<file path="src/rtl/core/bmprle_fifo.sv">
module bmprle_fifo #(
  parameter int WIDTH = 8,
  parameter int DEPTH = 4
) (
  input  logic                       clk_i,
  input  logic                       rst_ni,
  input  logic                       push_i,
  input  logic [WIDTH-1:0]           wdata_i,
  input  logic                       pop_i,
  output logic [WIDTH-1:0]           rdata_o,
  output logic                       full_o,
  output logic                       empty_o,
  output logic [$clog2(DEPTH+1)-1:0] count_o
);

  localparam int PW = (DEPTH > 1) ? $clog2(DEPTH) : 1;
  localparam int CW = $clog2(DEPTH + 1);

  logic [WIDTH-1:0] slot_q [DEPTH];
  logic [PW-1:0]    wptr_q, wptr_d, rptr_q, rptr_d;
  logic [CW-1:0]    cnt_q, cnt_d;
  logic             do_push, do_pop;

  assign full_o  = (cnt_q == CW'(DEPTH));
  assign empty_o = (cnt_q == '0);
  assign count_o = cnt_q;
  assign rdata_o = slot_q[rptr_q];
  assign do_push = push_i & ~full_o;
  assign do_pop  = pop_i & ~empty_o;

  always_comb begin
    wptr_d = wptr_q;
    rptr_d = rptr_q;
    cnt_d  = cnt_q;
    if (do_push) begin
      wptr_d = (wptr_q == PW'(DEPTH - 1)) ? '0 : wptr_q + PW'(1);
    end
    if (do_pop) begin
      rptr_d = (rptr_q == PW'(DEPTH - 1)) ? '0 : rptr_q + PW'(1);
    end
    if (do_push && !do_pop) begin
      cnt_d = cnt_q + CW'(1);
    end else if (!do_push && do_pop) begin
      cnt_d = cnt_q - CW'(1);
    end
  end

  always_ff @(posedge clk_i or negedge rst_ni) begin
    if (!rst_ni) begin
      wptr_q <= '0;
      rptr_q <= '0;
      cnt_q  <= '0;
    end else begin
      wptr_q <= wptr_d;
      rptr_q <= rptr_d;
      cnt_q  <= cnt_d;
    end
  end

  always_ff @(posedge clk_i) begin
    if (do_push) begin
      slot_q[wptr_q] <= wdata_i;
    end
  end

endmodule

</file>
<file path="config.mk">
export PLATFORM = sky130hd
export DESIGN_NAME = bmprle_fifo
export DESIGN_NICKNAME = d
export VERILOG_FILES = /design/src/rtl/core/bmprle_fifo.sv
export SDC_FILE = /design/constraint.sdc
export NUM_CORES = 1
export LEC_CHECK = 0
export BUFFER_PORTS_ARGS = -buffer_cell sky130_fd_sc_hd__buf_2
export CELL_PAD_IN_SITES_DETAIL_PLACEMENT = 0
export CELL_PAD_IN_SITES_GLOBAL_PLACEMENT = 1
export CORE_MARGIN = 4
export CORE_UTILIZATION = 47
export DETAILED_ROUTE_END_ITERATION = 8
export HOLD_SLACK_MARGIN = 0.15
export PLACE_DENSITY = 0.86
export SLEW_MARGIN = 20
export SYNTH_ARGS = -nofsm -noshare
export SYNTH_HDL_FRONTEND = slang
export SYNTH_SLANG_ARGS = --single-unit
</file>
<file path="constraint.sdc">
create_clock -name clk_i -period 2.15 [get_ports clk_i]
set_input_delay 0.1075 -clock clk_i [delete_from_list [all_inputs] [get_ports clk_i]]
set_output_delay 0.1075 -clock clk_i [all_outputs]
set_load 0.01 [all_outputs]
</file>
Word-level counts from Yosys, hierarchy flattened
Memories as Yosys holds them, arrays and structs flattened.
Index checks and enable logic that the tools add are counted.

word-level totals
  register bits after elaboration = 7
  RAM bits = 32
  input bits = 12
  output and inout bits = 13
  logic and storage cells = 27
  memories kept = 1

operators by class
  add/subtract/negate cells = 4
  eq/ne operators = 3
  mux-type cells = 6
  bitwise gates (word level) = 4
  reduce and logical (&&, ||, !) cells = 6

memory list
  name    words  bits a word  rd ports  clocked after memory_dff  wr ports  RTL line  text
  slot_q  4      8            1         0                         1         19        logic [WIDTH-1:0] slot_q [DEPTH];

operators with widths
  kind                 count
  $mux 3               2
  $add 2x1->2 const B  2
  $eq 2x2->1 const B   2
  $mux 2               2
  $add 3x1->3 const B  1
  $eq 3x3->1 const B   1
  $logic_not 3->1      1
  $sub 3x1->3 const B  1
  $and 1x1->1          2
  $logic_and 1x1->1    2
  $logic_not 1->1      2
  $mux 1               2
  $not 1->1            2
  $reduce_bool 2->1    1

Logic depth before layout (Yosys ltp)
Gate-level depths: netlist of run 1.

  depth after elaboration = 7
  depth in mapped cells = 9
  gate-level depth less buffers = 8

Worst setup path after synthesis of run 1
No wires, ideal clock.

  kind = flip-flop to flip-flop
  start = register cnt_q[0], in the netlist count_o[0]
  end = register cnt_q[2], in the netlist count_o[2]
  setup time = 0.079 ns
  arrival = 2.038 ns
  required time = 2.071 ns
  slack = 0.033 ns
  cell stages (with the launch flop) = 9
  path buffers = 0
  clock period less this slack = 2.117 ns
  cell sequence = dfrtp_1 nor3_1 nand2b_4 ha_1 inv_1 fa_1 xor2_1 nor2_1 xor2_1

on the way
  word-level cells in the longest chain between the ends = 6
  elaborated cells on any way between the ends = 15
  those cells by class = add/sub: 2; eq/ne: 1; mux: 2; bitwise: 4; reduce/logical: 6

ends and longest elaborated chain
  item                                         RTL line  text
  start, declared                              21        logic [CW-1:0] cnt_q, cnt_d;
  start signal, assigned                       56        cnt_q <= cnt_d;
  $logic_not 3->1 (*)                          25        assign empty_o = (cnt_q == '0);
  net empty_o                                  12        output logic empty_o,
  $not 1->1 (*)                                29        assign do_pop = pop_i & ~empty_o;
  $and 1x1->1 (*)                              29
  $logic_not 1->1                              41        if (do_push && !do_pop) begin
  $logic_and 1x1->1                            41
  $mux 3 or $reduce_bool 2->1 (tied branches)  --

Mark *: on every way through the listed nets, which the timed path passes. The rest lies on a longest branch. The select of a mux whose other input is x is not followed.
A chain may end at the register's enable or synchronous reset.

Worst setup path after layout of run 1
  start = register cnt_q[1], in the netlist count_o[1]
  end = register cnt_q[2], in the netlist count_o[2]

on the way
  word-level cells in the longest chain between the ends = 6
  elaborated cells on any way between the ends = 15
  those cells by class = add/sub: 2; eq/ne: 1; mux: 2; bitwise: 4; reduce/logical: 6

ends and longest elaborated chain
  item
  branches (longest 6 deep; another with $sub 3x1->3)

Parallel ways; which one is timed is not known. The select of a mux whose other input is x is not followed.

==> results.yml, run 1 <==
route:
  totalWireLength_um: 2500
  via_count: 827
  antenna_left: 0
  viasPerCell: 4.98
  first_iter_violations: 62
  routedWlPerCell_um: 15.1
  drcViolationCount: 0
  drtPass1Iterations: 4
critical_path:
  cp-end-kind: "flip-flop"
  worst-path-buf-inv: 1
  slowest_delay_ns: 0.48
  worstPathArrival_ns: 2.21
  cp_max_fo: 5
  cp.required_ns: 2.41
  crit_type: "reg2reg"
  cp_top_family: "adder cells"
  crit_slowest_cell: "dfrtp_1"
  critPathMostFrequentCell: "xor2_1"
  cp-start-kind: "flip-flop"
  crit_chain: "nor3_2 > nand2b_4 > ha_1 > inv_1 > fa_1 > xor2_1 > nor2_1 > xor2_1"
floorplanning:
  core-area_um2: 3340
  rows: 21
  start_util_pct: 48.6
  ioPinCount: 25
  dieArea_um2: 4450
  die_y_um: 66.7
  fp.dieW_um: 66.7
synth:
  synthAdderAreaFrac_pct: 5.87
  synth_compound_area_share_pct: 0
  yosys_warnings: 0
  synthMuxAreaShare_pct: 15.1
  synth.distinct_cells: 19
  ys_seq_area_share_pct: 70.1
  synth_top_family_by_area: "multiplexers"
  syn_nets: 98
  synth.cell_area_um2: 1620
  syn_inst: 79
  synth_simple_gate_area_share_pct: 5.41
  synth_xor_area_share_pct: 1.62
  avgSynthCellArea_um2: 20.5
  ys_seq_elements: 39
cells_and_area:
  nFillCells: 263
  layout.nets: 138
  final_common_cell: "edfxtp_1"
  fin_cells: 166
  area_delta_synth_final_pct: 20.4
  stdcell_area_um2: 1950
  multi_input_area_um2: 458
  drive_gt1_share_pct: 43.3
  layout_common_cells: "32 x edfxtp_1, 24 x buf_2, 11 x dlygate4sd3_1"
  area.sequential_um2: 1140
  num_antenna_cells: 0
grt:
  met3_usage_pct: 4.05
  use_met2_pct: 23.4
  antenna_found_initial: 0
  busiest_layer: "met2"
  grt_start_max_net_pins: 13
  grtUsageMet1_pct: 14.9
  grt_overflow: 0
  grt_pass1_wl_um: 4240
  track_usage_pct: 13.7
  grt_pass1_vias: 897
sta:
  rsz0062_at_grt: "false"
  finalSetupViolCount: 0
  fin_setup_tns_ns: 0
  worst_pin_slew_ns: 0.581
  hold_viol_final: 0
  fin_skew_ns: 0.00952
  maxSlewHeadroom_pct: 61.3
  drv_slew: 0
  period_share_pct: 90.9
  min_period_ns: 1.95
  fmax_mhz: 512
  hold_ws_ns: 0.328
power:
  power_density_nw_per_um2: 1230
  total_power_w: 0.00239
  p_leak_nw: 0.747
  vdd_drop_max_mv: 0.682
clock_network:
  ctsRootBufferMaster: "clkbuf_4"
  h-tree-depth: 2
  clkTransAtPathRegs_ns: 0.10
  cts.sinks: 39
  cts_buffers: 5
  clkLatencyLatePin_ns: 0.33
  cts_buffer_depth: 2
  cts_tree: "built"
placement:
  placed_cells: 147
  place_congestion: 0.814
  dp_hpwl_um: 1710
  placed_area_um2: 1790
  port_buffers: 24
run_status:
  status: "complete, no violations"
job:
  max_cap_violations: 0
worst_hold_path:
  min-delay-path-class: "in2reg"
registers in the layout (all words and copies together) (netlist names):
name and cells:
rptr_q 2, slot_q 32, wptr_q 2, count_o 3
stage by stage:
step / utilization [%] / setup slack, ns
2_1_floorplan: - / 0.0333
3_3_place_gp: 53.5 / 0.235
3_5_place_dp: 53.5 / 0.166
4_1_cts: 58.3 / 0.129
5_1_grt: 58.5 / 0.0406
6_report: 58.5 / 0.196
path summary, 6_finish.rpt:
path / startpoint / endpoint / slack (ns) / depth (start not counted)
worst max register to register: count_o[1] / count_o[2] / 0.20 / 8
worst min register to register: count_o[2] / count_o[2] / 0.56 / 1
max in group asynchronous: rst_ni / count_o[1] / 1.20 / 3
worst max-delay path: count_o[1] / count_o[2] / 0.20 / 8
worst min-delay path: push_i / count_o[0] / 0.33 / 4
min in group asynchronous: rst_ni / count_o[2] / 0.71 / 3
cells in the mapped netlist:
master     n  area, um^2
nand2b_4   1        13.8
buf_1      1        3.75
dfrtp_1    7         175
nor3_1     1        5.00
edfxtp_1  32         961
inv_1      3        11.3
xor2_1     2        17.5
buf_6      1        11.3
mux2_2     3        33.8
buf_2      1        5.00
nor3b_4    1        18.8
xnor2_1    1        8.76
and2_2     4        30.0
mux2_4     2        30.0
nor2_1     3        11.3
fa_1       1        20.0
nor2b_2    1        8.76
mux4_2     8         180
ha_1       6        75.1
cell type report:
cell class | instances | share of cell area (%)
clock buffers | 6 | 2.12
clock inverters | 2 | 0.449
inverters | 3 | 0.577
multi-input cells | 34 | 23.5
flip-flops and latches | 39 | 58.2
well taps | 46 | 2.95
repair buffers | 36 | 12.2
logic make-up (layout without fill, tap and decap cells):
| logic type | after synthesis | in the layout |
|---|---|---|
| DFF | 39 | 39 |
| buffers and inverters | 6 | 47 |
| xor gates and xnor gates | 3 | 3 |
| and+or+nand+nor | 11 | 11 |
| adders and majority gates | 7 | 7 |
| muxes | 13 | 13 |
tightest hold or removal path: stages:
cell and delay (ns):
buf_2 0.07, nor2b_2 0.15, ha_1 0.21, xnor2_1 0.08
layer usage:
layer	vias up	routed length [um]
li1	383	-
met1	420	973
met2	20	1350
met3	4	126
met4	0	50
met5	-	0
timing repair:
item / CTS / global route
gates resized for setup: 0 / 1
setup buffers: 0 / 0
hold endpoints to repair: 41 / 0
hold buffers: 11 / 0
endpoints found under the setup margin: 0 / 1
power breakdown:
part	internal [W]	switching, W
sequential	0.00102	0.000192
combinational	0.000483	0.000361
clock	0.000123	0.000210
Power figures use the tool's default switching activity.
==> run 2, diff against run 1 <==
Settings changed: PLACE_DENSITY 0.86 to 0.85.
==> run 2 against run 1 <==
Compared with the run above: maximum frequency is 0.75% lower; critical path depth stayed put; design area is 1.5% higher; clock power is 38% higher; critical endpoint unchanged; largest power group unchanged.
==> results.yml, run 2 (synthesis results as in run 1) <==
run_status:
  status: "complete, no violations"
clock_network:
  cts.sinks: 39
  h-tree-depth: 2
  cts_buffer_depth: 2
  cts_tree: "built"
  cts_buffers: 5
  clkLatencyLatePin_ns: 0.34
  ctsRootBufferMaster: "clkbuf_4"
  clkTransAtPathRegs_ns: 0.11
cells_and_area:
  layout_common_cells: "32 x edfxtp_1, 24 x buf_2, 11 x dlygate4sd3_1"
  regMostFlops: "slot_q"
  layout.nets: 138
  area_delta_synth_final_pct: 22.2
  num_antenna_cells: 0
  final_common_cell: "edfxtp_1"
  utilization_pct: 59.3
  largest_reg_flops: 32
  drive_gt1_share_pct: 45.8
power:
  p_leak_nw: 0.758
  power_density_nw_per_um2: 1280
  vdd_drop_max_mv: 0.572
critical_path:
  cp-start-kind: "flip-flop"
  worstReg2RegEnd: "count_o[2]"
  critPathMostFrequentCell: "xor2_1"
  crit_slowest_cell: "dfrtp_2"
  slowest_delay_ns: 0.47
  cp_max_fo: 5
  cp_top_family: "adder cells"
  worst-path-buf-inv: 1
  worstPathArrival_ns: 2.23
  cp.required_ns: 2.42
  crit_type: "reg2reg"
  ff2ff_path_depth: 8
  r2r-start: "count_o[1]"
  reg2reg_slack_ns: 0.18
  cp-end-kind: "flip-flop"
  crit_chain: "nor3_2 > nand2b_4 > ha_1 > inv_1 > fa_1 > xor2_1 > nor2_1 > xor2_1"
grt:
  grt_start_max_net_pins: 13
  track_usage_pct: 13.8
  antenna_found_initial: 0
  grt_pass1_wl_um: 4290
  grt_overflow: 0
  grt_pass1_vias: 897
route:
  drcViolationCount: 0
  first_iter_violations: 29
  dr.max_layer_used: "met4"
  wl_met1_um: 1010
  totalWireLength_um: 2500
  viasPerCell: 4.93
  antenna_left: 0
  drtPass1Iterations: 4
  wl_met2_um: 1280
  routedWlPerCell_um: 15.0
  wl_met3_um: 137
  via_count: 818
worst_hold_path:
  hold_end: "count_o[0]"
  min-delay-path-class: "in2reg"
  min-delay-start: "push_i"
  min_path_cells: 4
sta:
  min_period_ns: 1.97
  fin_skew_ns: 0.00814
  worst_pin_slew_ns: 0.590
  hold_viol_final: 0
  fin_setup_tns_ns: 0
  fmax_mhz: 508
  period_share_pct: 91.6
  rsz0062_at_grt: "false"
  maxSlewHeadroom_pct: 60.6
  drv_slew: 0
  finalSetupViolCount: 0
floorplanning:
  die_y_um: 66.7
  rows: 21
  fp.dieW_um: 66.7
  dieArea_um2: 4450
  start_util_pct: 48.6
  core-area_um2: 3340
  ioPinCount: 25
placement:
  place_congestion: 0.859
  dp_hpwl_um: 1700
  port_buffers: 24
job:
  max_cap_violations: 0
[run 2: area by class of cell]
cell class | instances | area, um^2
flip-flops and latches | 39 | 1140
clock inverters | 3 | 38.8
fillers | 257 | 1360
inverters | 3 | 11.3
repair buffers | 36 | 238
clock buffers | 5 | 37.5
well taps | 46 | 57.6
multi-input cells | 34 | 458
[run 2: power breakdown]
| group | internal, W | leakage, nW | switching [W] |
|---|---|---|---|
| Clock | 0.000239 | 0.0426 | 0.000220 |
| Sequential | 0.00103 | 0.373 | 0.000191 |
| Combinational | 0.000482 | 0.342 | 0.000369 |
| Total | 0.00175 | 0.758 | 0.000781 |
[run 2: worst max path at each step]
stage | from | endpoint | slack (ns) | depth (start not counted)
finish | count_o[1] | count_o[2] | 0.18 | 8
global route | count_o[1] | count_o[2] | 0.02 | 8
CTS | count_o[0] | count_o[2] | 0.10 | 8
detailed placement | count_o[0] | count_o[2] | 0.14 | 8
global placement | count_o[0] | count_o[2] | 0.23 | 8
floorplan | count_o[0] | count_o[2] | 0.03 | 8
[run 2: what timing repair did]
item,in CTS,in global routing
resized for setup,0,3
buffers inserted,0,0
setup endpoints to repair,0,2
hold buffers,11,0
hold endpoints to repair,41,0
[run 2: stage by stage]
step / hold WS, ns / total power (W) / cell area (um^2) / worst slack [ns] / instances
6_report: 0.341 / 0.00253 / 1980 / 0.181 / 166
3_5_place_dp: -0.0499 / 0.00208 / 1790 / 0.142 / 147
5_1_grt: 0.345 / 0.00270 / 1980 / 0.0190 / 166
2_1_floorplan: -0.188 / 0.00179 / 1620 / 0.0333 / 79
3_3_place_gp: -0.0539 / 0.00204 / 1790 / 0.226 / 147
4_1_cts: 0.332 / 0.00256 / 1970 / 0.103 / 166
[run 2: tightest hold or removal path, cell delays in order]
cell and delay (ns):
buf_2 0.08, nor2b_2 0.17, ha_1 0.21, xnor2_1 0.08
[run 2: layer usage]
metal  vias to the layer above  GRT usage, %
li1                        383             -
met5                         -             0
met1                       409          16.0
met4                         0          8.38
met3                         8          3.54
met2                        18          22.8
