===== config.mk =====
export PLATFORM = sky130hd
export DESIGN_NAME = bmprle_front
export DESIGN_NICKNAME = d
export VERILOG_FILES = /design/src/rtl/core/bmprle_pkg.sv /design/src/rtl/core/bmprle_front.sv
export SDC_FILE = /design/constraint.sdc
export NUM_CORES = 1
export LEC_CHECK = 0
export BUFFER_PORTS_ARGS = -buffer_cell sky130_fd_sc_hd__buf_2
export CORE_ASPECT_RATIO = 1.25
export CORE_UTILIZATION = 55
export DETAILED_ROUTE_END_ITERATION = 8
export PLACE_DENSITY = 0.75
export SYNTH_ARGS = -nofsm -noshare
export SYNTH_HDL_FRONTEND = slang
export SYNTH_SLANG_ARGS = --single-unit

===== constraint.sdc =====
create_clock -name clk_i -period 8.7 [get_ports clk_i]
set_clock_uncertainty 0.2 [all_clocks]
set_input_delay 0.435 -clock clk_i [delete_from_list [all_inputs] [get_ports clk_i]]
set_output_delay 0.435 -clock clk_i [all_outputs]
set_load 0.01 [all_outputs]

===== src/rtl/core/bmprle_pkg.sv =====
package bmprle_pkg;

  localparam int QueueDepth = 4;
  localparam int QueueCntW  = $clog2(QueueDepth + 1);

  localparam logic [1:0] CMD_PALETTE = 2'd0;
  localparam logic [1:0] CMD_DATA    = 2'd1;
  localparam logic [1:0] CMD_BEGIN   = 2'd2;

  localparam logic [1:0] KIND_FILL   = 2'd0;
  localparam logic [1:0] KIND_DONE   = 2'd1;
  localparam logic [1:0] KIND_ERROR  = 2'd2;

  localparam logic [1:0] REG_WIDTH   = 2'd0;
  localparam logic [1:0] REG_HEIGHT  = 2'd1;
  localparam logic [1:0] REG_FORMAT  = 2'd2;

  localparam logic [4:0] Mask5 = 5'h1f;
  localparam logic [5:0] Mask6 = 6'h3f;

  // One word handed from the parser to the palette side.
  typedef struct packed {
    logic        wr;
    logic [7:0]  idx;
    logic [31:0] data;
    logic [1:0]  kind;
    logic [22:0] offset;
    logic [7:0]  len;
  } op_t;

  typedef struct packed {
    logic [1:0]  kind;
    logic [22:0] offset;
    logic [7:0]  len;
    logic [31:0] value;
  } res_t;

  function automatic logic [31:0] to_rgb565(input logic [31:0] w);
    logic [4:0] b;
    logic [5:0] g;
    logic [4:0] r;
    b = w[7:3] & Mask5;
    g = w[15:10] & Mask6;
    r = w[23:19] & Mask5;
    return {16'd0, r, g, b};
  endfunction

endpackage


===== src/rtl/core/bmprle_front.sv =====
module bmprle_front
  import bmprle_pkg::*;
(
  input  logic        clk_i,
  input  logic        rst_ni,
  input  logic        accept_i,
  input  logic [1:0]  cmd_i,
  input  logic [7:0]  palette_index_i,
  input  logic [31:0] palette_word_i,
  input  logic [7:0]  data_byte_i,
  input  logic [11:0] width_i,
  input  logic [11:0] height_i,
  input  logic        format_i,
  output logic        op_valid_o,
  output op_t         op_o
);

  localparam logic [2:0] PH_COUNT = 3'd0;
  localparam logic [2:0] PH_COLOR = 3'd1;
  localparam logic [2:0] PH_ESC   = 3'd2;
  localparam logic [2:0] PH_DX    = 3'd3;
  localparam logic [2:0] PH_DY    = 3'd4;
  localparam logic [2:0] PH_ABS   = 3'd5;
  localparam logic [2:0] PH_PAD   = 3'd6;
  localparam logic [2:0] PH_DONE  = 3'd7;

  logic [2:0]  phase_q, phase_d;
  logic [7:0]  run_left_q, run_left_d;
  logic [21:0] row_start_q, row_start_d;
  logic [22:0] line_pos_q, line_pos_d;
  logic [12:0] rows_left_q, rows_left_d;
  logic        pad_q, pad_d;

  logic [11:0] height_m1;
  logic [23:0] begin_prod;
  logic [19:0] drop;
  logic [7:0]  run_next;
  logic        op_valid;

  assign height_m1  = height_i - 12'd1;
  assign begin_prod = {12'd0, height_m1} * {12'd0, width_i};
  assign drop       = {12'd0, data_byte_i} * {8'd0, width_i};
  assign run_next   = (run_left_q != 8'd0) ? run_left_q - 8'd1 : 8'd0;

  always_comb begin
    phase_d     = phase_q;
    run_left_d  = run_left_q;
    row_start_d = row_start_q;
    line_pos_d  = line_pos_q;
    rows_left_d = rows_left_q;
    pad_d       = pad_q;
    op_valid    = 1'b0;
    op_o        = '0;
    op_o.kind   = KIND_FILL;
    op_o.idx    = data_byte_i;

    case (cmd_i)
      CMD_PALETTE: begin
        op_valid = 1'b1;
        op_o.wr  = 1'b1;
        op_o.idx = palette_index_i;
        op_o.data = format_i ? to_rgb565(palette_word_i) : palette_word_i;
      end
      CMD_BEGIN: begin
        row_start_d = begin_prod[21:0];
        line_pos_d  = {1'b0, begin_prod[21:0]};
        rows_left_d = {1'b0, height_i};
        phase_d     = PH_COUNT;
        run_left_d  = 8'd0;
        pad_d       = 1'b0;
      end
      CMD_DATA: begin
        case (phase_q)
          PH_COUNT: begin
            if (data_byte_i != 8'd0) begin
              run_left_d = data_byte_i;
              phase_d    = PH_COLOR;
            end else begin
              phase_d = PH_ESC;
            end
          end
          PH_COLOR: begin
            op_valid    = 1'b1;
            op_o.offset = line_pos_q;
            op_o.len    = run_left_q;
            line_pos_d  = line_pos_q + {15'd0, run_left_q};
            run_left_d  = 8'd0;
            phase_d     = PH_COUNT;
          end
          PH_ESC: begin
            if (data_byte_i == 8'd0) begin
              if (rows_left_q <= 13'd1) begin
                rows_left_d = 13'd0;
                phase_d     = PH_DONE;
                op_valid    = 1'b1;
                op_o.kind   = KIND_DONE;
              end else begin
                rows_left_d = rows_left_q - 13'd1;
                row_start_d = (row_start_q >= {10'd0, width_i}) ?
                              row_start_q - {10'd0, width_i} : 22'd0;
                line_pos_d  = {1'b0, row_start_d};
                phase_d     = PH_COUNT;
              end
            end else if (data_byte_i == 8'd1) begin
              phase_d   = PH_DONE;
              op_valid  = 1'b1;
              op_o.kind = KIND_DONE;
            end else if (data_byte_i == 8'd2) begin
              phase_d = PH_DX;
            end else begin
              run_left_d = data_byte_i;
              pad_d      = data_byte_i[0];
              phase_d    = PH_ABS;
            end
          end
          PH_DX: begin
            // The horizontal step is applied here; nothing else moves the position before dy.
            line_pos_d = line_pos_q + {15'd0, data_byte_i};
            phase_d    = PH_DY;
          end
          PH_DY: begin
            if (({2'd0, drop} > row_start_q) || ({3'd0, drop} > line_pos_q)) begin
              phase_d   = PH_DONE;
              op_valid  = 1'b1;
              op_o.kind = KIND_ERROR;
            end else begin
              row_start_d = row_start_q - {2'd0, drop};
              line_pos_d  = line_pos_q - {3'd0, drop};
              rows_left_d = (rows_left_q > {5'd0, data_byte_i}) ?
                            rows_left_q - {5'd0, data_byte_i} : 13'd0;
              phase_d     = PH_COUNT;
            end
          end
          PH_ABS: begin
            op_valid    = 1'b1;
            op_o.offset = line_pos_q;
            op_o.len    = 8'd1;
            line_pos_d  = line_pos_q + 23'd1;
            run_left_d  = run_next;
            if (run_next == 8'd0) begin
              phase_d = pad_q ? PH_PAD : PH_COUNT;
              pad_d   = 1'b0;
            end
          end
          PH_PAD: begin
            phase_d = PH_COUNT;
          end
          default: begin
          end
        endcase
      end
      default: begin
      end
    endcase
  end

  assign op_valid_o = accept_i & op_valid;

  always_ff @(posedge clk_i or negedge rst_ni) begin
    if (!rst_ni) begin
      phase_q     <= PH_COUNT;
      run_left_q  <= '0;
      row_start_q <= '0;
      line_pos_q  <= '0;
      rows_left_q <= '0;
      pad_q       <= 1'b0;
    end else if (accept_i) begin
      phase_q     <= phase_d;
      run_left_q  <= run_left_d;
      row_start_q <= row_start_d;
      line_pos_q  <= line_pos_d;
      rows_left_q <= rows_left_d;
      pad_q       <= pad_d;
    end
  end

endmodule


======== Yosys cells after proc, flatten, opt, wreduce, memory -nomap -nowiden ========
Cells that the tools add are included.
operators by class
  add/subtract/negate cells ............... 10
  multiply operators ...................... 2
  magnitude comparators ................... 5
  equal/unequal tests ..................... 23
  mux-type cells .......................... 55
  bitwise operators ....................... 1
  reduce and logical (&&, ||, !) cells .... 16
operators by type and width
  kind                                                             number
  23-bit case mux with 5 select lines                              1
  22-bit two-way mux                                               4
  22-bit case mux with 2 select lines                              2
  23-bit two-way mux                                               3
  31-bit case mux with 2 select lines                              1
  13-bit two-way mux                                               4
  13-bit case mux with 2 select lines                              2
  23-bit by 8-bit adder with 23-bit output                         2
  23-bit case mux with 2 select lines                              1
  41-bit two-way mux                                               1
  8-bit two-way mux                                                5
  33-bit two-way mux                                               1
  32-bit two-way mux                                               1
  8-bit case mux with 4 select lines                               1
  3-bit inequality test, second input constant                     8
  23-bit by 1-bit adder with 23-bit output, second input constant  1
  20-bit by 23-bit > comparator with 1-bit output                  1
  23-bit by 20-bit subtractor with 23-bit output                   1
  22-bit by 12-bit greater-or-equal comparator with 1-bit output   1
  20-bit by 22-bit > comparator with 1-bit output                  1
  12-bit by 12-bit multiplier with 22-bit output                   1
  22-bit by 12-bit subtractor with 22-bit output                   1
  22-bit by 20-bit subtractor with 22-bit output                   1
  3-bit two-way mux                                                7
  39 further kinds                                                 60
word-level totals
  register bits ........................... 70
  bits of input ports ..................... 78
  logic and storage cells ................. 118

======== Logic depth before layout (Yosys ltp) ========
Gate-level depths: netlist of run 1.
  word-level depth ........................ 7
  mapped depth ............................ 32

======== Worst setup path after synthesis of run 1 ========
OpenSTA, ideal clock, no wires.
  path type ............................... input to output
  start ................................... input width_i[0]
  end ..................................... output op_valid_o
  arrival ................................. 6976 ps
  setup slack ............................. 1089 ps
  stages on the path ...................... 30
  buffers on the path ..................... 2
  cell sequence ........................... clkbuf_1 -> clkbuf_1 -> nand2_1 -> fa_1 -> fa_1 -> inv_1 -> fa_1 -> inv_1 -> fa_1 -> inv_1 -> ha_1 -> a21oi_1 -> o21ai_1 -> a21oi_1 -> a21oi_1 -> or3_1 -> o21ai_0 -> ha_1 -> nand2_1 -> nor3_1 -> a211oi_1 -> o31a_1 -> o21ai_0 -> o2111a_1 -> a2111oi_4 -> a2111oi_2 -> a2111o_4 -> a21oi_1 -> nor4_1 -> nor2_1
on the way
  longest elaborated chain between the ends .. 7
  elaborated cells on any way between the ends .. 8
ends and longest elaborated chain
  what                                                                                                                       RTL line             RTL
  from (decl)                                                                                                                bmprle_front.sv:11   input logic [11:0] width_i,
  8-bit by 12-bit multiplier with 20-bit output *                                                                            bmprle_front.sv:42   assign drop = {12'd0, data_byte_i} * {8'd0, width_i};
  20-bit by 23-bit > comparator with 1-bit output / 20-bit by 22-bit > comparator with 1-bit output (equally long branches)  bmprle_front.sv:122  if (({2'd0, drop} > row_start_q) || ({3'd0, drop} > line_pos_q)) begin
  1-bit logical OR *                                                                                                         bmprle_front.sv:122
  1-bit two-way mux *                                                                                                        bmprle_front.sv:122
  1-bit case mux with 3 select lines *                                                                                       bmprle_front.sv:73   case (phase_q)
  1-bit case mux with 2 select lines *                                                                                       bmprle_front.sv:57   case (cmd_i)
  1-bit bitwise AND *                                                                                                        bmprle_front.sv:157  assign op_valid_o = accept_i & op_valid;
  to (decl)                                                                                                                  bmprle_front.sv:14   output logic op_valid_o,
Every way passes the cells marked *; elsewhere a longest branch is shown, timed or not.

======== Final worst setup path of run 1 ========
  start ................................... input data_byte_i[6]
  end ..................................... output op_valid_o
on the way
  longest elaborated chain between the ends .. 7
  elaborated cells on any way between the ends .. 12
ends and longest elaborated chain
  what                                                                                                                       RTL line             RTL
  from (decl)                                                                                                                bmprle_front.sv:10   input logic [7:0] data_byte_i,
  8-bit by 12-bit multiplier with 20-bit output                                                                              bmprle_front.sv:42
  20-bit by 23-bit > comparator with 1-bit output / 20-bit by 22-bit > comparator with 1-bit output (equally long branches)  bmprle_front.sv:122
  1-bit logical OR                                                                                                           bmprle_front.sv:122
  1-bit two-way mux                                                                                                          bmprle_front.sv:122
  1-bit case mux with 3 select lines *                                                                                       bmprle_front.sv:73
  1-bit case mux with 2 select lines *                                                                                       bmprle_front.sv:57
  1-bit bitwise AND *                                                                                                        bmprle_front.sv:157
Marks and branches as above.

==> impl_metrics.sql, run 1 <==
INSERT INTO impl_metrics (metric_group, metric, value, unit) VALUES
('run_status', 'outcome', 'finished clean', ''),
('setup_path', 'worstReg2RegStart', 'phase_q[2]$_DFFE_PN0P_', ''),
('sta', 'max_clock_freq', '0.122', 'GHz'),
('global_routing', 'grt_antenna_before_repair', '3', ''),
('yosys', 'synthDominantAreaCellType', 'sky130_fd_sc_hd__fa_1', ''),
('route', 'drtAntennaViolNets', '0', ''),
('route', 'dr.first_iter.drc_count', '1574', ''),
('setup_path', 'timing.setup.critical_path_class', 'in -> out', ''),
('floorplan', 'ports_placed_on_the_boundary', '153', ''),
('yosys', 'synthArstFlopShare', '100', '%'),
('route', 'via_per_inst', '6.26', ''),
('pwr', 'fin_total_pwr', '0.00751', 'W'),
('yosys', 'yosysMostFrequentCell', 'sky130_fd_sc_hd__inv_1', ''),
('clock_network', 'clock-sinks', '70', ''),
('setup_path', 'regToRegSetupSlack', '3330', 'ps'),
('setup_path', 'rr_endpoint', 'line_pos_q[20]$_DFFE_PN0P_', ''),
('yosys', 'syn-instance-count', '2155', ''),
('clock_network', 'number_of_buffers_created_by_cts', '9', ''),
('sta', 'slew_viol_final', '0', ''),
('global_routing', 'wire_length_of_the_first_global_routing_pass', '85.9', 'mm'),
('sta', 'transition_at_the_pin_with_the_smallest_max_transition_slack', '1090', 'ps'),
('yosys', 'post_synth_num_cell_types', '84', ''),
('route', 'route.detailed.wl_per_inst', '20.5', 'µm'),
('clock_network', 'htree_depth', '3', ''),
('pwr', 'power_density', '415', 'mW/mm²'),
('sta', 'hold_viol_final', '0', ''),
('clock_network', 'root_buffer', 'sky130_fd_sc_hd__clkbuf_16', ''),
('yosys', 'yosysSeqAreaShare', '10.5', '%'),
('sta', 'layout_worst_path_cycle_share', '94.5', '%'),
('yosys', 'avgSynthCellArea', '7.75', 'µm²'),
('setup_path', 'critPathRequiredTime', '8070', 'ps'),
('cells_and_area', 'finish.cell_count_without_fillers', '2648', ''),
('floorplan', 'floorplan.initialDensity', '56.6', '%'),
('global_routing', 'global_route.overflow_total', '0', ''),
('flow_run', 'max-cap-violations', '0', ''),
('min_path', 'worst_hold_path_type', 'in -> async', ''),
('floorplan', 'floorplan.die_area', '0.0311', 'mm²'),
('route', 'firstDrtPassIters', '8', ''),
('setup_path', 'worstPathArrival', '7590', 'ps'),
('floorplan', 'floorplan.die.width', '158', 'µm'),
('yosys', 'synth-seq-cells', '70', ''),
('floorplan', 'design.core.area', '0.0295', 'mm²'),
('cells_and_area', 'post_route_cells_drive_above_1_share', '10.4', '%'),
('sta', 'final-setup-viol-count', '0', ''),
('yosys', 'synth_top_cells_by_count', 'sky130_fd_sc_hd__inv_1, sky130_fd_sc_hd__nand2_1, sky130_fd_sc_hd__nor2_1, sky130_fd_sc_hd__fa_1, sky130_fd_sc_hd__ha_1', ''),
('clock_network', 'cts_repair_resize_count', '0', ''),
('sta', 'period_minus_slack', '8220', 'ps'),
('yosys', 'yosys_warnings', '0', ''),
('placement', 'portBuffers', '152', ''),
('pwr', 'ir_worst_vdd', '0.281', 'mV'),
('placement', 'dpl.hpwl', '43.3', 'mm'),
('clock_network', 'clk_path_buf_depth', '2', ''),
('setup_path', 'launching_element_type_of_the_critical_path', 'primary input', ''),
('setup_path', 'crit_path_max_fanout', '12', ''),
('yosys', 'synth-main-ff-cell', 'sky130_fd_sc_hd__dfrtp_1', ''),
('route', 'drcViolationCount', '0', ''),
('global_routing', 'via_count_of_the_first_global_routing_pass', '16600', ''),
('yosys', 'synth.net_count', '2554', ''),
('setup_path', 'worst_reg2reg_path_depth', '18', ''),
('cells_and_area', 'layout-area-overhead-vs-synth', '8.31', '%'),
('route', 'routed.top_layer', 'met5', ''),
('cells_and_area', 'fillers', '2690', ''),
('route', 'met2_length', '25.6', 'mm'),
('setup_path', 'timing.critical_path.to_type', 'output pin', ''),
('yosys', 'synthesis.area', '0.0167', 'mm²'),
('clock_network', 'postCtsSetupRepairBufs', '0', ''),
('yosys', 'synth_edf_count', '0', ''),
('clock_network', 'clock_latency_of_the_later_clocked_register_in_the_worst_skew_pair', '360', 'ps'),
('floorplan', 'die_y', '197', 'µm'),
('floorplan', 'floorplan.rows', '70', ''),
('placement', 'gp_congestion', '1.00', '');
==> sequential cells by signal, summed over array words and instances, names as in the netlist <==
register     flops
line_pos_q      23
pad_q            1
phase_q          3
row_start_q     22
rows_left_q     13
run_left_q       8
==> routing by layer <==
metal,track usage (%),up-vias
li1,-,7495
met1,41.6,7845
met2,60.5,982
met3,6.95,262
met4,23.4,2
met5,0,-
==> layout by cell type, fill, tap and decap left out, types with 13 or more instances in the layout <==
| cell | netlist | final |
|---|---|---|
| sky130_fd_sc_hd__nor2b_1 | 34 | 34 |
| sky130_fd_sc_hd__and2_1 | 55 | 55 |
| sky130_fd_sc_hd__o21ai_1 | 15 | 15 |
| sky130_fd_sc_hd__a21o_1 | 32 | 32 |
| sky130_fd_sc_hd__fa_1 | 164 | 164 |
| sky130_fd_sc_hd__nand2b_1 | 18 | 18 |
| sky130_fd_sc_hd__mux2i_1 | 25 | 25 |
| sky130_fd_sc_hd__a31oi_1 | 18 | 18 |
| sky130_fd_sc_hd__nand3_1 | 39 | 39 |
| sky130_fd_sc_hd__o221ai_1 | 21 | 21 |
| sky130_fd_sc_hd__nand2_1 | 260 | 260 |
| sky130_fd_sc_hd__or3_1 | 15 | 15 |
| sky130_fd_sc_hd__a211oi_1 | 13 | 13 |
| sky130_fd_sc_hd__dfrtp_1 | 70 | 70 |
| sky130_fd_sc_hd__buf_2 | 7 | 151 |
| sky130_fd_sc_hd__and3_1 | 34 | 34 |
| sky130_fd_sc_hd__xnor2_1 | 79 | 79 |
| sky130_fd_sc_hd__nor2_1 | 197 | 197 |
| sky130_fd_sc_hd__ha_1 | 157 | 156 |
| sky130_fd_sc_hd__xor2_1 | 42 | 42 |
| sky130_fd_sc_hd__inv_1 | 263 | 263 |
| sky130_fd_sc_hd__buf_4 | 6 | 38 |
| sky130_fd_sc_hd__a21oi_1 | 91 | 91 |
| sky130_fd_sc_hd__o21ai_0 | 118 | 118 |
| sky130_fd_sc_hd__o31ai_1 | 33 | 33 |
| sky130_fd_sc_hd__a221oi_1 | 13 | 13 |
| sky130_fd_sc_hd__nor3_1 | 44 | 43 |
==> worst max-delay path, stage by stage <==
cell                        delay (ps)
sky130_fd_sc_hd__buf_2             170
sky130_fd_sc_hd__inv_1             610
sky130_fd_sc_hd__nor2_1            160
sky130_fd_sc_hd__fa_1              600
sky130_fd_sc_hd__fa_1              440
sky130_fd_sc_hd__fa_1              490
sky130_fd_sc_hd__inv_1              40
sky130_fd_sc_hd__fa_1              470
sky130_fd_sc_hd__inv_1              40
sky130_fd_sc_hd__ha_1              320
sky130_fd_sc_hd__a21oi_1           280
sky130_fd_sc_hd__o21ai_0           180
sky130_fd_sc_hd__nand2_1           130
sky130_fd_sc_hd__xor2_1            230
sky130_fd_sc_hd__ha_1              330
sky130_fd_sc_hd__a21o_1            200
sky130_fd_sc_hd__a211oi_1          240
sky130_fd_sc_hd__o31a_1            190
sky130_fd_sc_hd__o21ai_0           130
sky130_fd_sc_hd__o2111a_1          310
sky130_fd_sc_hd__a2111oi_4         350
sky130_fd_sc_hd__a2111oi_2         100
sky130_fd_sc_hd__a2111o_4          520
sky130_fd_sc_hd__a21oi_1           300
sky130_fd_sc_hd__nor4_1             80
sky130_fd_sc_hd__nor2_1            100
sky130_fd_sc_hd__buf_2             130
==> stage by stage <==
| step | setup slack, ps | area (µm²) |
|---|---|---|
| after floorplan | 1090 | 16700 |
| final | 477 | 18100 |
| after global placement | 709 | 17800 |
| after detailed placement | 488 | 17800 |
| after CTS | 520 | 18100 |
| after global routing | 12.6 | 18100 |
==> cell type report <==
class,count,area (µm²),area share [%]
inverters,270,1020,5.62
flip-flops and latches,70,1750,9.69
diodes,3,7.51,0.0415
clock buffers,12,236,1.31
clock inverters,4,47.5,0.263
well taps,396,495,2.74
multi-input cells,1703,13500,74.5
repair buffers,190,1060,5.87
==> worst max path at each step <==
stage                              start                         to  cells after the start  slack, ps
after floorplan               width_i[0]                 op_valid_o                     30       1090
after global placement    data_byte_i[6]                 op_valid_o                     27        710
after detailed placement      width_i[3]  line_pos_q[3]$_DFFE_PN0P_                     27        490
after CTS                     width_i[3]                 op_valid_o                     28        520
after global routing          width_i[4]                 op_valid_o                     28         10
final                     data_byte_i[6]                 op_valid_o                     27        480
==> kinds of logic (layout without fill, tap and decap cells) <==
family          after synthesis  count (layout)  share of synthesized area, %
simple gates                747             747                          20.8
fa+ha+maj                   331             331                          32.0
buf+inv                     382             476                          8.95
xor+xnor                    122             122                          6.48
mux                          27              27                          1.63
compound gates              476             476                          19.6
other cells                   0               3                             0
flops                        70              70                          10.5
==> report_power, final <==
group | total [W] | switching, W | internal (W)
Combinational | 0.00642 | 0.00384 | 0.00258
Clock | 0.000383 | 0.000161 | 0.000222
Sequential | 0.000713 | 0.000252 | 0.000461
Total | 0.00751 | 0.00425 | 0.00326
Power figures use the tool's default switching activity.
==> inputs of run 2 (changes only) <==
--- a/config.mk
+++ b/config.mk
@@ -8,6 +8,7 @@
 export BUFFER_PORTS_ARGS = -buffer_cell sky130_fd_sc_hd__buf_2
 export CORE_ASPECT_RATIO = 1.25
 export CORE_UTILIZATION = 55
+export CTS_BUF_LIST = sky130_fd_sc_hd__clkbuf_8 sky130_fd_sc_hd__clkbuf_16
 export DETAILED_ROUTE_END_ITERATION = 8
 export PLACE_DENSITY = 0.75
 export SYNTH_ARGS = -nofsm -noshare
==> run 2 against run 1 <==
  * Cell area stayed put
  * Clock power is essentially flat
  * Critical path depth is the same
  * Via count barely moved
  * Largest power group unchanged
  * Clock-buffer cell count down 3
  * Highest routed layer unchanged
==> impl_metrics.sql, run 2 (synthesis results as in run 1) <==
INSERT INTO impl_metrics (metric_group, metric, value, unit) VALUES
('run_status', 'outcome', 'finished clean', ''),
('clock_network', 'cts_repair_resize_count', '0', ''),
('setup_path', 'worstPathArrival', '7600', 'ps'),
('global_routing', 'use_met1', '41.6', '%'),
('cells_and_area', 'flip_flop_count_of_the_largest_register_after_layout', '23', ''),
('sta', 'fin_tns_setup', '0', 'ps'),
('clock_network', 'root_buffer', 'sky130_fd_sc_hd__clkbuf_16', ''),
('floorplan', 'floorplan.die_area', '0.0311', 'mm²'),
('setup_path', 'regToRegSetupSlack', '3330', 'ps'),
('route', 'drtAntennaViolNets', '0', ''),
('setup_path', 'worst_path_most_repeated_cell', 'sky130_fd_sc_hd__fa_1', ''),
('sta', 'relSlewSlack', '26.1', '%'),
('sta', 'layout_worst_path_cycle_share', '94.7', '%'),
('min_path', 'worst_hold_path_type', 'in -> async', ''),
('sta', 'final-setup-viol-count', '0', ''),
('cells_and_area', 'post_route_cells_drive_above_1_share', '10.4', '%'),
('sta', 'rsz0062_at_grt', 'no', ''),
('setup_path', 'rr_endpoint', 'line_pos_q[20]$_DFFE_PN0P_', ''),
('cells_and_area', 'fillers', '2690', ''),
('setup_path', 'launching_element_type_of_the_critical_path', 'primary input', ''),
('clock_network', 'postCtsSetupRepairBufs', '0', ''),
('floorplan', 'die_y', '197', 'µm'),
('route', 'firstDrtPassIters', '7', ''),
('cells_and_area', 'largest_registers', 'line_pos_q: 23 flops, row_start_q: 22 flops, rows_left_q: 13 flops', ''),
('pwr', 'power_density', '416', 'mW/mm²'),
('global_routing', 'track_usage', '36.0', '%'),
('global_routing', 'via_count_of_the_first_global_routing_pass', '16600', ''),
('cells_and_area', 'layout.cells.most_common_list', 'sky130_fd_sc_hd__inv_1, sky130_fd_sc_hd__nand2_1, sky130_fd_sc_hd__nor2_1, sky130_fd_sc_hd__fa_1, sky130_fd_sc_hd__ha_1', ''),
('setup_path', 'critPathSlowestCell', 'sky130_fd_sc_hd__inv_1', ''),
('floorplan', 'floorplan.initialDensity', '56.6', '%'),
('setup_path', 'worstReg2RegStart', 'phase_q[2]$_DFFE_PN0P_', ''),
('placement', 'dpl.hpwl', '43.3', 'mm'),
('clock_network', 'clkTransAtPathRegs', '60', 'ps'),
('placement', 'dp_slack', '488', 'ps'),
('sta', 'max_clock_freq', '0.121', 'GHz'),
('setup_path', 'worst_reg2reg_path_depth', '18', ''),
('setup_path', 'critical-path-max-stage-delay', '600', 'ps'),
('sta', 'fin_hold_ws', '46.0', 'ps'),
('cells_and_area', 'most_common_cell_after_layout_fill_and_taps_aside', 'sky130_fd_sc_hd__inv_1', ''),
('route', 'drt-total-wl', '54.4', 'mm'),
('clock_network', 'number_of_buffers_created_by_cts', '9', ''),
('placement', 'portBuffers', '152', ''),
('route', 'via_per_inst', '6.26', ''),
('global_routing', 'wire_length_of_the_first_global_routing_pass', '85.9', 'mm'),
('setup_path', 'timing.setup.critical_path_class', 'in -> out', ''),
('sta', 'transition_at_the_pin_with_the_smallest_max_transition_slack', '1100', 'ps'),
('setup_path', 'crit_path_max_fanout', '12', ''),
('setup_path', 'cp.buffers_inverters', '5', ''),
('floorplan', 'floorplan.rows', '70', ''),
('global_routing', 'met3_track_utilization_from_global_routing', '6.95', '%'),
('pwr', 'cellLeakagePower', '9.02', 'nW'),
('pwr', 'ir_worst_vdd', '0.282', 'mV'),
('global_routing', 'grt_start_max_net_pins', '86', ''),
('flow_run', 'max-cap-violations', '0', ''),
('placement', 'gp_congestion', '1.00', ''),
('sta', 'layout_setup_ws', '465', 'ps'),
('global_routing', 'global_route.peak_usage_layer', 'met2', ''),
('cells_and_area', 'register_containing_the_most_flip_flops_in_the_final_layout', 'line_pos_q', ''),
('global_routing', 'global_route_track_usage_on_met2', '60.5', '%'),
('clock_network', 'clk_path_buf_depth', '2', ''),
('floorplan', 'ports_placed_on_the_boundary', '153', ''),
('global_routing', 'global_route.overflow_total', '0', ''),
('route', 'drcViolationCount', '0', ''),
('route', 'route.detailed.wl_per_inst', '20.5', 'µm'),
('setup_path', 'crit_path_start', 'data_byte_i[6]', ''),
('clock_network', 'hold_buffers', '0', ''),
('floorplan', 'floorplan.die.width', '158', 'µm'),
('pwr', 'fin_total_pwr', '0.00752', 'W'),
('clock_network', 'htree_depth', '3', ''),
('clock_network', 'clock_latency_of_the_later_clocked_register_in_the_worst_skew_pair', '370', 'ps'),
('setup_path', 'timing.critical_path.max_delay_family', 'compound AO/OA/AOI/OAI gates', ''),
('floorplan', 'design.core.area', '0.0295', 'mm²'),
('cells_and_area', 'layout-area-overhead-vs-synth', '8.31', '%'),
('route', 'dr.first_iter.drc_count', '1580', ''),
('sta', 'period_minus_slack', '8240', 'ps'),
('route', 'dr_total_vias', '16600', ''),
('cells_and_area', 'final_util', '61.3', '%'),
('cells_and_area', 'nets', '2643', ''),
('sta', 'slew_viol_final', '0', ''),
('global_routing', 'grt_antenna_before_repair', '3', ''),
('clock_network', 'cts_tree', 'done', ''),
('sta', 'hold_viol_final', '0', ''),
('setup_path', 'critPathRequiredTime', '8070', 'ps'),
('clock_network', 'clock-sinks', '70', ''),
('setup_path', 'timing.critical_path.to_type', 'output pin', '');
[run 2: cell count changes in the layout (fill, tap and decap cells not counted)]
cell and delta:
sky130_fd_sc_hd__clkbuf_1 -3, sky130_fd_sc_hd__inv_1 +3
[run 2: stage by stage]
stage	area (µm²)	cells
floorplan	16700	2155
global route	18100	2646
finish	18100	2648
global placement	17800	2629
detailed placement	17800	2629
CTS	18100	2645
[run 2: worst max-delay path by stage]
stage | slack (ps) | cells after the start | end
after floorplan | 1090 | 30 | op_valid_o
after global placement | 710 | 27 | op_valid_o
after detailed placement | 490 | 27 | line_pos_q[3]$_DFFE_PN0P_
after CTS | 520 | 28 | op_valid_o
after global routing | 10 | 28 | op_valid_o
final | 460 | 27 | op_valid_o
[run 2: layout make-up]
cell class / instances / area [µm²] / share of cell area, %
Antenna cell: 3 / 7.51 / 0.0415
Clock buffer: 9 / 225 / 1.25
Clock inverter: 7 / 58.8 / 0.325
Inverter: 270 / 1020 / 5.62
Multi-Input combinational cell: 1703 / 13500 / 74.5
Sequential cell: 70 / 1750 / 9.69
Tap cell: 396 / 495 / 2.74
Timing Repair Buffer: 190 / 1060 / 5.87
[run 2: power breakdown]
group / leakage [nW] / total [W] / internal, W / switching [W]
sequential: 0.880 / 0.000714 / 0.000461 / 0.000253
clock: 0.149 / 0.000380 / 0.000218 / 0.000162
combinational: 7.99 / 0.00642 / 0.00258 / 0.00384
[run 2: layer usage]
metal / vias to the layer above / routed length, µm
li1: 7487 / -
met1: 7863 / 19700
met2: 965 / 25700
met3: 259 / 5140
met4: 2 / 3790
met5: - / 12
==> inputs of run 3 (changes only) <==
--- a/config.mk
+++ b/config.mk
@@ -11,6 +11,7 @@
 export CTS_BUF_LIST = sky130_fd_sc_hd__clkbuf_8 sky130_fd_sc_hd__clkbuf_16
 export DETAILED_ROUTE_END_ITERATION = 8
 export PLACE_DENSITY = 0.75
+export SKIP_CTS_REPAIR_TIMING = 1
 export SYNTH_ARGS = -nofsm -noshare
 export SYNTH_HDL_FRONTEND = slang
 export SYNTH_SLANG_ARGS = --single-unit
==> constraint.sdc (replaced) <==
create_clock -name clk_i -period 8.7 [get_ports clk_i]
set_clock_uncertainty 0.2 [all_clocks]
set_input_delay 1.74 -clock clk_i [delete_from_list [all_inputs] [get_ports clk_i]]
set_output_delay 1.74 -clock clk_i [all_outputs]
set_load 0.01 [all_outputs]
==> run 3 against run 2 <==
  * The run now ends with DRC, setup timing left
  * Sequential power rose by 2%
  * Critical path depth rose by 3
  * Global-route usage rose by 4.3 points
  * Clock power is 4% higher
  * Die area unchanged
  * Maximum frequency fell by 16%
  * Flip-flop and latch count unchanged
  * Power is 19% higher
  * Clock-buffer cell count up 2
  * First-iteration DRC count fell by 3.4%
  * Worst hold slack better by 260 ps
  * Highest routed layer unchanged
==> impl_metrics.sql, run 3 (synthesis results as in run 1) <==
INSERT INTO impl_metrics (metric_group, metric, value, unit) VALUES
('route', 'via_per_inst', '6.04', ''),
('setup_path', 'launching_element_type_of_the_critical_path', 'primary input', ''),
('setup_path', 'critPathRequiredTime', '6760', 'ps'),
('setup_path', 'worst_path_most_repeated_cell', 'sky130_fd_sc_hd__fa_1', ''),
('clock_network', 'root_buffer', 'sky130_fd_sc_hd__clkbuf_16', ''),
('min_path', 'worst_hold_path_type', 'reg -> reg', ''),
('setup_path', 'timing.critical_path.max_delay_family', 'adder cells', ''),
('cells_and_area', 'largest_registers', 'line_pos_q: 23 flops, row_start_q: 22 flops, rows_left_q: 13 flops', ''),
('setup_path', 'critical-path-max-stage-delay', '500', 'ps'),
('flow_run', 'max-cap-violations', '0', ''),
('setup_path', 'crit_path_max_fanout', '5', ''),
('global_routing', 'grt_antenna_before_repair', '8', ''),
('clock_network', 'cts_tree', 'done', ''),
('cells_and_area', 'ff_latch_area', '0.00175', 'mm²'),
('cells_and_area', 'most_common_cell_after_layout_fill_and_taps_aside', 'sky130_fd_sc_hd__inv_1', ''),
('global_routing', 'track_usage', '40.3', '%'),
('setup_path', 'crit_path_start', 'width_i[1]', ''),
('cells_and_area', 'layout.cells.most_common_list', 'sky130_fd_sc_hd__inv_1, sky130_fd_sc_hd__buf_4, sky130_fd_sc_hd__nand2_1, sky130_fd_sc_hd__nor2_1, sky130_fd_sc_hd__fa_1', ''),
('global_routing', 'wire_length_of_the_first_global_routing_pass', '94.3', 'mm'),
('clock_network', 'clk_path_buf_depth', '2', ''),
('floorplan', 'floorplan.rows', '70', ''),
('clock_network', 'clock_latency_of_the_later_clocked_register_in_the_worst_skew_pair', '370', 'ps'),
('pwr', 'switching_share', '51.7', '%'),
('route', 'dr_total_vias', '17300', ''),
('setup_path', 'regToRegSetupSlack', '3120', 'ps'),
('clock_network', 'clkTransAtPathRegs', '60', 'ps'),
('floorplan', 'floorplan.die.width', '158', 'µm'),
('cells_and_area', 'fillers', '2506', ''),
('placement', 'dpl.hpwl', '48.2', 'mm'),
('sta', 'fin_tns_setup', '-2030', 'ps'),
('placement', 'gp_congestion', '1.04', ''),
('clock_network', 'clock-sinks', '70', ''),
('min_path', 'whs_path_depth', '2', ''),
('setup_path', 'worstReg2RegStart', 'phase_q[1]$_DFFE_PN0P_', ''),
('route', 'firstDrtPassIters', '9', ''),
('route', 'drt-total-wl', '60.3', 'mm'),
('sta', 'hold_viol_final', '0', ''),
('cells_and_area', 'nets', '2866', ''),
('global_routing', 'grt_start_max_net_pins', '86', ''),
('global_routing', 'global_route.peak_usage_layer', 'met2', ''),
('placement', 'dp_slack', '-1300', 'ps'),
('sta', 'period_minus_slack', '9750', 'ps'),
('pwr', 'cellLeakagePower', '10.1', 'nW'),
('pwr', 'p_sw', '0.00464', 'W'),
('pwr', 'combinationalPowerShare', '87.4', '%'),
('global_routing', 'met3_track_utilization_from_global_routing', '8.77', '%'),
('route', 'dr.first_iter.drc_count', '1526', ''),
('sta', 'max_clock_freq', '0.103', 'GHz'),
('floorplan', 'ports_placed_on_the_boundary', '153', ''),
('min_path', 'hold_path_end', 'line_pos_q[0]$_DFFE_PN0P_', ''),
('sta', 'relSlewSlack', '17.2', '%'),
('setup_path', 'total_stage_count_of_the_critical_path', '30', ''),
('route', 'drtAntennaViolNets', '0', ''),
('setup_path', 'timing.setup.critical_path_class', 'in -> out', ''),
('pwr', 'p_int', '0.00433', 'W'),
('floorplan', 'die_y', '197', 'µm'),
('sta', 'final-setup-viol-count', '2', ''),
('sta', 'transition_at_the_pin_with_the_smallest_max_transition_slack', '1240', 'ps'),
('cells_and_area', 'multi_input_comb_area', '0.0138', 'mm²'),
('run_status', 'violated_checks', 'DRC, setup timing', ''),
('pwr', 'power_density', '445', 'mW/mm²'),
('sta', 'layout_setup_ws', '-1050', 'ps'),
('sta', 'layout_worst_path_cycle_share', '112', '%'),
('cells_and_area', 'layout-area-overhead-vs-synth', '20.8', '%'),
('sta', 'rsz0062_at_grt', 'yes', ''),
('global_routing', 'global_route.overflow_total', '0', ''),
('cells_and_area', 'flip_flop_count_of_the_largest_register_after_layout', '23', ''),
('floorplan', 'floorplan.initialDensity', '56.6', '%'),
('cells_and_area', 'final_util', '68.4', '%'),
('pwr', 'power_frac_clock', '4.4', '%'),
('global_routing', 'use_met1', '45.9', '%'),
('cells_and_area', 'post_route_cells_drive_above_1_share', '21.0', '%'),
('floorplan', 'design.core.area', '0.0295', 'mm²'),
('setup_path', 'rr_endpoint', 'line_pos_q[20]$_DFFE_PN0P_', ''),
('setup_path', 'timing.critical_path.to_type', 'output pin', ''),
('setup_path', 'cp.buffers_inverters', '5', ''),
('sta', 'fin_hold_ws', '310', 'ps'),
('pwr', 'ir_worst_vdd', '0.239', 'mV'),
('setup_path', 'critPathSlowestCell', 'sky130_fd_sc_hd__fa_1', ''),
('placement', 'dp_cells', '2841', ''),
('pwr', 'seq_power_share', '8.1', '%'),
('setup_path', 'worst_reg2reg_path_depth', '19', ''),
('cells_and_area', 'finish.cell_count_without_fillers', '2871', ''),
('route', 'drcViolationCount', '2', ''),
('floorplan', 'floorplan.die_area', '0.0311', 'mm²'),
('route', 'route.detailed.wl_per_inst', '21.0', 'µm'),
('clock_network', 'number_of_buffers_created_by_cts', '9', ''),
('min_path', 'holdCritStartpoint', 'line_pos_q[0]$_DFFE_PN0P_', ''),
('cells_and_area', 'register_containing_the_most_flip_flops_in_the_final_layout', 'line_pos_q', ''),
('sta', 'slew_viol_final', '0', ''),
('run_status', 'outcome', 'finished, violations left', ''),
('global_routing', 'via_count_of_the_first_global_routing_pass', '17700', ''),
('clock_network', 'htree_depth', '3', ''),
('setup_path', 'worstPathArrival', '7810', 'ps'),
('placement', 'portBuffers', '152', ''),
('global_routing', 'global_route_track_usage_on_met2', '67.5', '%');
[run 3: cell count changes in the layout (fill, tap and decap cells not counted), sizes merged]
cell / before / now
clkbuf: 9 / 11
clkinvlp: 2 / 5
buf: 190 / 413
inv: 267 / 266
clkinv: 7 / 3
[run 3: worst register-to-register path, delay by kind of cell (launching register included)]
family / cells / cell delay [ps]
flip-flops: 1 / 580
AND/OR/NAND/NOR: 5 / 1770
AO/OA/AOI/OAI: 10 / 1950
buffers and inverters: 1 / 110
XOR/XNOR: 1 / 120
adder cells (fa/ha/maj): 2 / 720
[run 3: worst max-delay path by stage]
stage,to,slack [ps]
detailed placement,op_valid_o,-1300
global placement,op_valid_o,-1200
CTS,op_valid_o,-1320
global route,op_valid_o,-1240
floorplan,op_valid_o,-850
finish,op_valid_o,-1050
[run 3: power by group through the flow]
stage | Combinational, W | Sequential (W) | Clock, W
finish | 0.00785 | 0.000731 | 0.000397
global route | 0.00861 | 0.000746 | 0.000411
CTS | 0.00747 | 0.000711 | 0.000397
detailed placement | 0.00743 | 0.000716 | 0
global placement | 0.00725 | 0.000710 | 0
floorplan | 0.00495 | 0.000573 | 0
[run 3: area by class of cell]
class / count / share of cell area (%)
Antenna cell: 3 / 0.0372
Clock inverter: 5 / 0.248
Timing Repair Buffer: 413 / 13.9
Sequential cell: 70 / 8.68
Inverter: 270 / 5.12
Multi-Input combinational cell: 1703 / 68.3
Tap cell: 396 / 2.46
Clock buffer: 11 / 1.25
[run 3: metrics by stage]
step | cell area [µm²] | total power (W)
floorplan | 16900 | 0.00553
global placement | 19500 | 0.00796
detailed placement | 19500 | 0.00814
CTS | 19800 | 0.00857
global route | 20200 | 0.00976
finish | 20200 | 0.00898
[run 3: layer usage]
metal	routed length, µm	up-vias
li1	-	7922
met1	22300	8311
met2	28700	848
met3	5280	245
met4	3970	8
met5	48	-
